## config.mk

```make
export PLATFORM = sky130hd
export DESIGN_NAME = tsm_queue
export DESIGN_NICKNAME = d
export VERILOG_FILES = /design/src/design/tsm_pkg.sv /design/src/design/tsm_queue.sv
export VERILOG_INCLUDE_DIRS = /design/src /design/src/design
export SDC_FILE = /design/constraint.sdc
export NUM_CORES = 1
export LEC_CHECK = 0
export CAP_MARGIN = 0
export CORE_AREA = 2 2 281 283
export CTS_CLUSTER_SIZE = 16
export DETAILED_ROUTE_END_ITERATION = 10
export DIE_AREA = 0 0 283 285
export DONT_BUFFER_PORTS = 1
export PLACE_DENSITY_LB_ADDON = 0.12
export SETUP_SLACK_MARGIN = 0.5
export SYNTH_ARGS = -nofsm -noshare
export SYNTH_HDL_FRONTEND = slang
export SYNTH_SLANG_ARGS = --single-unit
```

## constraint.sdc

```tcl
create_clock -name clk -period 24.6 [get_ports clk]
set_input_delay 4.92 -clock clk [delete_from_list [all_inputs] [get_ports clk]]
set_output_delay 4.92 -clock clk [all_outputs]
set_load 0.03 [all_outputs]
```

## src/design/p1_triangle_stiffness_matrix_defines.svh

```systemverilog
// assertion macros for the triangle stiffness matrix block
`ifndef P1_TRIANGLE_STIFFNESS_MATRIX_DEFINES_SVH
`define P1_TRIANGLE_STIFFNESS_MATRIX_DEFINES_SVH
`ifndef SYNTH
`define TSM_ASSERT_NOW(lbl, ante, cons) \
  lbl: assert property (@(posedge clk) disable iff (!rst_n) (ante) |-> (cons)) \
    else $error("tsm check failed");
`define TSM_ASSERT_NEXT(lbl, ante, cons) \
  lbl: assert property (@(posedge clk) disable iff (!rst_n) (ante) |=> (cons)) \
    else $error("tsm check failed");
`else
`define TSM_ASSERT_NOW(lbl, ante, cons)
`define TSM_ASSERT_NEXT(lbl, ante, cons)
`endif
`endif

```

## src/design/tsm_pkg.sv

```systemverilog
// shared types and constants of the triangle stiffness matrix block
`timescale 1ns / 1ps
`default_nettype none
package tsm_pkg;
  localparam int CW    = 24;
  localparam int EW    = CW + 1;
  localparam int PW    = 2 * EW;
  localparam int SW    = PW + 1;
  localparam int DW    = SW + 1;
  localparam int KW    = 32;
  localparam int QW    = KW + 1;
  localparam int NPAIR = 6;
  localparam int NVERT = 3;

  localparam int PAIR_I [NPAIR] = '{0, 0, 0, 1, 1, 2};
  localparam int PAIR_J [NPAIR] = '{0, 1, 2, 1, 2, 2};

  typedef struct packed {
    logic                       degenerate;
    logic [SW-1:0]              det;
    logic [NPAIR-1:0][SW-1:0]   dot;
  } tsm_job_t;

  typedef struct packed {
    logic [NPAIR-1:0][KW-1:0]   k;
    logic                       degenerate;
    logic                       saturated;
  } tsm_res_t;

  typedef struct packed {
    logic full;
    logic empty;
  } tsm_qstat_t;
endpackage
`default_nettype wire

```

## src/design/tsm_queue.sv

```systemverilog
// two-entry job queue between front end and divider back end
`timescale 1ns / 1ps
`default_nettype none
module tsm_queue (
  input  logic                 clk,
  input  logic                 rst_n,
  input  logic                 push,
  input  tsm_pkg::tsm_job_t    push_data,
  input  logic                 pop,
  output tsm_pkg::tsm_job_t    pop_data,
  output tsm_pkg::tsm_qstat_t  stat
);
  import tsm_pkg::*;
  `include "p1_triangle_stiffness_matrix_defines.svh"

  localparam int QD   = 2;
  localparam int PTRW = $clog2(QD);
  localparam int CNTW = $clog2(QD + 1);

  tsm_job_t mem_r [QD];
  logic [PTRW-1:0] wr_ptr_r, wr_ptr_nxt, rd_ptr_r, rd_ptr_nxt;
  logic [CNTW-1:0] cnt_r, cnt_nxt;

  assign stat.full  = (cnt_r == CNTW'(QD));
  assign stat.empty = (cnt_r == '0);
  assign pop_data   = mem_r[rd_ptr_r];

  always_comb begin
    wr_ptr_nxt = wr_ptr_r;
    rd_ptr_nxt = rd_ptr_r;
    cnt_nxt    = cnt_r;
    if (push) begin
      wr_ptr_nxt = (wr_ptr_r == PTRW'(QD - 1)) ? '0 : wr_ptr_r + 1'b1;
    end
    if (pop) begin
      rd_ptr_nxt = (rd_ptr_r == PTRW'(QD - 1)) ? '0 : rd_ptr_r + 1'b1;
    end
    if (push && !pop) begin
      cnt_nxt = cnt_r + 1'b1;
    end else if (pop && !push) begin
      cnt_nxt = cnt_r - 1'b1;
    end
  end

  always_ff @(posedge clk) begin
    if (!rst_n) begin
      wr_ptr_r <= '0;
      rd_ptr_r <= '0;
      cnt_r    <= '0;
    end else begin
      wr_ptr_r <= wr_ptr_nxt;
      rd_ptr_r <= rd_ptr_nxt;
      cnt_r    <= cnt_nxt;
    end
  end

  always_ff @(posedge clk) begin
    if (push) begin
      mem_r[wr_ptr_r] <= push_data;
    end
  end

  `TSM_ASSERT_NOW(a_no_overflow, push, !stat.full || pop)
  `TSM_ASSERT_NOW(a_no_underflow, pop, !stat.empty)
  `TSM_ASSERT_NOW(a_cnt_bound, 1'b1, cnt_r <= CNTW'(QD))
endmodule
`default_nettype wire

```

==> summary.md, run 1 <==
| Metric | Value |
|---|---|
| Layout Nets | `1552` |
| Number of synthesized register bits | `721` |
| Reg-to-reg endpoint | `mem_r[1][124]` |
| Worst-path clk slew | `50 ps` |
| Yosys warns | `0` |
| Multiplexer share of the synthesized area | `0.1886` |
| Row count | `103` |
| Clock Skew | `19.85 ps` |
| Buffers plus inverters on the worst setup path | `2` |
| Crit Reg-Reg Startpoint | `wr_ptr_r` |
| Fillers | `6939` |
| Crit Path Category | `register to output pin` |
| Vias/cell | `4.709` |
| Clk_lat worst skew | `630 ps` |
| Setup bufs post-CTS | `0` |
| Part of the Yosys area used for sequential elements | `0.7892` |
| Number of synthesized flops with an enable pin | `716` |
| Clock tree buffer depth | `3` |
| Worst hold path type | `register to register` |
| DRC Markers | `0` |
| Count leader, synth | `edfxtp_1` |
| Largest area contributor in the netlist | `edfxtp_1` |
| WP depth | `3` |
| Top_reg_cell synth | `edfxtp_1` |
| GRT overflow | `0` |
| Slew @ Worst Pin | `1203 ps` |
| Tot GR Track Use | `0.1559` |
| Final worst-path cycle share | `0.3503` |
| Crit path to | `pop_data[355]` |
| Post-synth top area share | `0.7856` |
| Synth cell types | `19` |
| Worst setup SP type | `register` |
| CP max-delay cell | `buf_4` |
| DRT Pass-1 Iters | `6` |
| Max FO, Critical Path | `123` |
| Finished Layout Cells | `2302` |
| Post-Synthesis Net Count | `1499` |
| Crit-path max cell delay | `890 ps` |
| Drt wl/cell | `28.47 um` |
| Critical Path RT | `19680 ps` |
| Setup slack, reg-to-reg | `21060 ps` |
| Fmax | `116.0 MHz` |
| DPL Wire Length | `46.43 mm` |
| RePlAce Congestion | `0.8291` |
| Worst IR drop on VDD | `0.06419 mV` |
| Final hold viol count | `0` |
| Largest net degree at the start of global routing | `153` |
| Starting Density | `0.3510` |
| Cell chain of the critical path | `buf_12, buf_4, mux2_2` |
| Setup crit end kind | `output pin` |
| CTS tree | `done` |
| Die height | `285 um` |
| First-pass GRT wire length | `88.94 mm` |
| Core Util, Final | `0.3958` |
| Status | `finished clean` |
| Synth Area in XOR/XNOR | `0.0009600` |
| Top post-synthesis cells by area | `edfxtp_1, mux2_4, mux2_2` |
| Setup violators final | `0` |
| Clk sinks | `721` |
| Final ANT Viol Nets | `0` |
| FF+latch area | `21600 sq um` |
| Io pins | `722` |
| Vias in the first global route | `11520` |
| Period minus WS final | `8618 ps` |
| Post-synth top cells | `edfxtp_1, mux2_4, mux2_2` |
| Fraction of the mapped netlist area in adder cells | `0.0004572` |
| Final wirelength | `65.53 mm` |
| Core area | `77970 sq um` |
| Via count | `10840` |
| Hold_buf cts | `0` |
| Placed Area | `28330 sq um` |
| Design Area, Final | `30860 sq um` |
| Root buf cell | `clkbuf_16` |
| Dpl cells | `2158` |
| Mapped cell area | `27370 sq um` |
| Setup TNS | `0 ps` |
| Synth async-reset ratio | `0` |
| Initial antenna violation count | `4` |
| Initial DRC Count | `641` |
| Die X | `283 um` |
| Synth Area in Simple Gates | `0.001966` |
| Slew margin rel. | `0.1983` |
| DIE AREA | `80660 sq um` |
| Post-synthesis compound-gate area fraction | `0.0007315` |
| Worst Path Arrival | `3700 ps` |
| Area growth syn-to-layout | `12.77%` |
| Max_cap viols | `0` |
| Main combinational cell family by area after synthesis | `multiplexers` |
| Synthesized area per cell | `24.09 sq um` |
| Leak | `10.58 nW` |
| Post-cts repair resize count | `0` |
| Power density over the cells | `94.48 nW/um^2` |
| Cell family with most CP delay | `buffers and inverters` |
| Number of CTS-inserted buffers | `79` |
| Syn Inst Count | `1136` |
| H-tree depth | `3` |
| Port Buffers | `0` |
| Slew Viols, Final | `0` |
| RSZ-0062 raised after global routing | `false` |
| R2R depth | `3` |
| Layout cells sized above 1 | `0.3808` |
| Area occupied by multi-input gates | `5284 sq um` |
==> power by group <==
group	internal (mW)	total [mW]	switching, mW
clock network	0.669	1.14	0.472
registers	1.42	1.44	0.0206
logic	0.105	0.331	0.226
total	2.20	2.92	0.718
==> cell type report <==
cell class	count	area share
flip-flops and latches	721	0.7000
clock inverters	36	0.01378
repair buffers	12	0.004135
clock buffers	106	0.06803
inverters	1	0.0001216
well taps	1050	0.04257
diodes	2	0.0001622
multi-input cells	374	0.1712
==> per-stage QoR <==
| step | hold slack, ps | power [mW] | setup WS (ps) |
|---|---|---|---|
| after floorplan | 472.9 | 1.787 | 3034 |
| after global placement | 486.8 | 1.806 | 16520 |
| after detailed placement | 522.4 | 1.808 | 16490 |
| after CTS | 528.4 | 2.961 | 15850 |
| after global routing | 557.3 | 3.019 | 15720 |
| final | 527.6 | 2.916 | 15980 |
==> placed cells by master (no fill, tap or decap), types with 2 or more instances in the layout <==
master / count
diode_2: 2
buf_4: 9
clkinv_1: 13
nor2b_1: 2
edfxtp_1: 716
mux2_4: 301
clkinv_16: 3
buf_12: 3
inv_6: 2
mux2_2: 57
clkbuf_1: 26
bufinv_16: 6
dfxtp_1: 4
clkinv_2: 9
clkbuf_16: 80
xor2_1: 2
and2_1: 3
==> how the worst min path moves through the flow <==
stage | startpoint | to | slack (ps) | cells after the start
CTS | cnt_r[1] | cnt_r[1] | 530 | 2
global route | cnt_r[1] | cnt_r[1] | 560 | 2
detailed placement | cnt_r[1] | cnt_r[1] | 520 | 2
global placement | cnt_r[1] | cnt_r[1] | 490 | 2
floorplan | cnt_r[1] | cnt_r[1] | 470 | 2
finish | cnt_r[1] | cnt_r[1] | 530 | 2
==> routing by layer <==
metal / GRT usage / up-vias / wire [um]
met5: 0 / - / 37
met3: 0.07352 / 112 / 6661
met4: 0.06862 / 6 / 2311
met1: 0.1405 / 5600 / 20010
li1: - / 4646 / -
met2: 0.2934 / 475 / 36510
==> cells by family after synthesis <==
kind of cell | Yosys count
flops | 721
buf+inv | 41
fa+ha+maj | 1
compound gates | 3
simple gates | 9
mux | 358
xor+xnor | 3
==> state kept, by name, summed over array words and instances, names as in the netlist, named ones only <==
register  cells
cnt_r         2
mem_r       716
rd_ptr_r      1
wr_ptr_r      1
==> tightest hold or removal path, stage by stage, from the launching register on <==
cell	delay (ps)
dfxtp_1	320
o21ai_0	70
a21boi_0	80
No activity file was read; power rests on OpenSTA's default activity.
==> run 2: changes to the inputs <==
==> constraint.sdc (replaced) <==
create_clock -name clk -period 7.7 [get_ports clk]
set_input_delay 1.54 -clock clk [delete_from_list [all_inputs] [get_ports clk]]
set_output_delay 1.54 -clock clk [all_outputs]
set_load 0.03 [all_outputs]
==> run 2 against run 1 <==
- count of clock-buffer cells in the layout down 9
- routed wire length down 4.3%
- final area up 0.89%
- core utilization up 0.35 points
- worst setup slack worse by 13000 ps
- critical path depth down 1
- die area unchanged
- first-iteration DRC count up 17%
- critical endpoint is now pop_data[356]
- largest cell class unchanged
- largest power group unchanged
==> summary.md, run 2 (synthesis gave the netlist of run 1 again) <==
| Metric | Value |
|---|---|
| Status | `finished clean` |
| Fmax | `215.9 MHz` |
| Final hold viol count | `0 (unchanged)` |
| Root buf cell | `clkbuf_16` |
| Post-cts repair resize count | `0 (unchanged)` |
| Vias/cell | `4.667 (-0.89%)` |
| Tot GR Track Use | `0.1496 (-0.006244)` |
| Power density over the cells | `309.6 nW/um^2 (+230%)` |
| Fillers | `6911 (-0.40%)` |
| Worst Path Arrival | `3090 ps (-610 ps)` |
| Layout cells sized above 1 | `0.3877 (+0.006939)` |
| Clk_lat worst skew | `620 ps (about the same)` |
| Number of CTS-inserted buffers | `81 (+2.5%)` |
| Starting Density | `0.3510 (unchanged)` |
| Worst setup SP type | `register` |
| Setup violators final | `0 (unchanged)` |
| Top flop regs | `mem_r: 716 flops, cnt_r: 2 flops` |
| Final wirelength | `62.69 mm (-4.3%)` |
| Io pins | `722 (unchanged)` |
| Max FO, Critical Path | `130 (+5.7%)` |
| Period minus WS final | `4632 ps` |
| Leak | `10.70 nW (+1.2%)` |
| Die height | `285 um (unchanged)` |
| DRC Markers | `0 (unchanged)` |
| GRT overflow | `0 (unchanged)` |
| Clock Skew | `23.12 ps (+3.279 ps)` |
| Drt wl/cell | `27.18 um (-4.5%)` |
| Worst-path clk slew | `60 ps (about the same)` |
| Area occupied by multi-input gates | `5284 sq um (unchanged)` |
| Setup TNS | `0 ps (unchanged)` |
| Worst hold slack | `512.4 ps (-15.24 ps)` |
| Core area | `77970 sq um (unchanged)` |
| Setup slack, reg-to-reg | `5220 ps (-15840 ps)` |
| Initial DRC Count | `750 (+17%)` |
| Critical Path RT | `6160 ps (-13520 ps)` |
| Crit Path Category | `register to output pin` |
| Worst IR drop on VDD | `0.1826 mV (+180%)` |
| Worst hold path type | `register to register` |
| Slew margin rel. | `0.1288 (-0.06953)` |
| Slew Viols, Final | `0 (unchanged)` |
| Setup bufs post-CTS | `0 (unchanged)` |
| Clk sinks | `721 (unchanged)` |
| Initial antenna violation count | `3 (-1)` |
| Row count | `103 (unchanged)` |
| DRT Pass-1 Iters | `4 (-2)` |
| Port Buffers | `0 (unchanged)` |
| DIE AREA | `80660 sq um (unchanged)` |
| Max reg flops | `716 (unchanged)` |
| Diodes inserted | `0 (-2)` |
| Final ANT Viol Nets | `0 (unchanged)` |
| Final worst-path cycle share | `0.6015` |
| RePlAce Congestion | `0.7804 (-5.9%)` |
| DPL Wire Length | `42.15 mm (-9.2%)` |
| Vias in the first global route | `11290 (-2.1%)` |
| FF+latch area | `21600 sq um (unchanged)` |
| CTS tree | `done` |
| RSZ-0062 raised after global routing | `false` |
| Hold_buf cts | `0 (unchanged)` |
| Layout Nets | `1551 (-0.064%)` |
| H-tree depth | `3 (unchanged)` |
| Clock tree buffer depth | `3 (unchanged)` |
| Largest net degree at the start of global routing | `160 (+4.6%)` |
| First-pass GRT wire length | `86.04 mm (-3.3%)` |
| Area growth syn-to-layout | `13.77%` |
| Die X | `283 um (unchanged)` |
| Via count | `10760 (-0.72%)` |
| Commonest non-fill, non-tap cell in the layout | `edfxtp_1` |
| Setup crit end kind | `output pin` |
| Max_cap viols | `0 (unchanged)` |
| Most frequent cells in the layout | `edfxtp_1, mux2_4, clkbuf_16` |
| Slew @ Worst Pin | `1307 ps (+104.3 ps)` |
| Top reg by flops | `mem_r` |
-- run 2: cell types whose count changed in the layout (fill, tap and decap cells not counted), moves of 2 or more --
cell	before	now
clkbuf_1	26	15
bufinv_16	6	13
buf_4	9	3
clkinv_1	13	19
buf_12	3	6
clkbuf_16	80	82
clkinv_2	9	11
clkinv_4	0	2
clkinvlp_4	1	3
diode_2	2	0
-- run 2: final timing paths --
check,start,endpoint,cells past startpoint
setup / recovery,register,pop_data[356],2
hold / removal,cnt_r[1],cnt_r[1],2
setup reg to reg,wr_ptr_r,mem_r[1][133],2
hold reg to reg,cnt_r[1],cnt_r[1],2
-- run 2: metal layers --
| layer | routed length [um] | GRT usage | share of wire | up-vias |
|---|---|---|---|---|
| met5 | 41 | 0 | 0.00065 | - |
| met4 | 2398 | 0.06769 | 0.038 | 6 |
| met3 | 7011 | 0.07712 | 0.11 | 113 |
| met2 | 33680 | 0.2716 | 0.54 | 469 |
| met1 | 19560 | 0.1385 | 0.31 | 5512 |
| li1 | - | - | - | 4661 |
-- run 2: through the flow --
stage	total power [mW]	instances	instance area, sq um	setup WS, ps	utilization
finish	9.641	2306	31140	3068	0.3994
global route	9.978	2306	31140	2899	0.3994
global placement	5.772	2155	28350	3723	0.3636
floorplan	5.643	1136	27380	366.4	-
CTS	9.798	2306	31140	3000	0.3994
detailed placement	5.776	2155	28350	3723	0.3636
-- run 2: report_power, final --
group	internal, mW	switching [mW]
clock	2.41	1.56
combinational	0.339	0.727
sequential	4.55	0.0578
-- run 2: worst max-delay path, stage by stage (launching register included) --
cell and delay (ps):
dfxtp_4 970, buf_12 580, mux2_2 520
-- run 2: layout make-up --
class                           count  share of cell area
Clock inverter                     54             0.02190
Inverter                            1           0.0001205
Sequential cell                   721              0.6938
Timing Repair Buffer                9            0.004581
Tap cell                         1050             0.04219
Clock buffer                       97             0.06771
Multi-Input combinational cell    374              0.1697
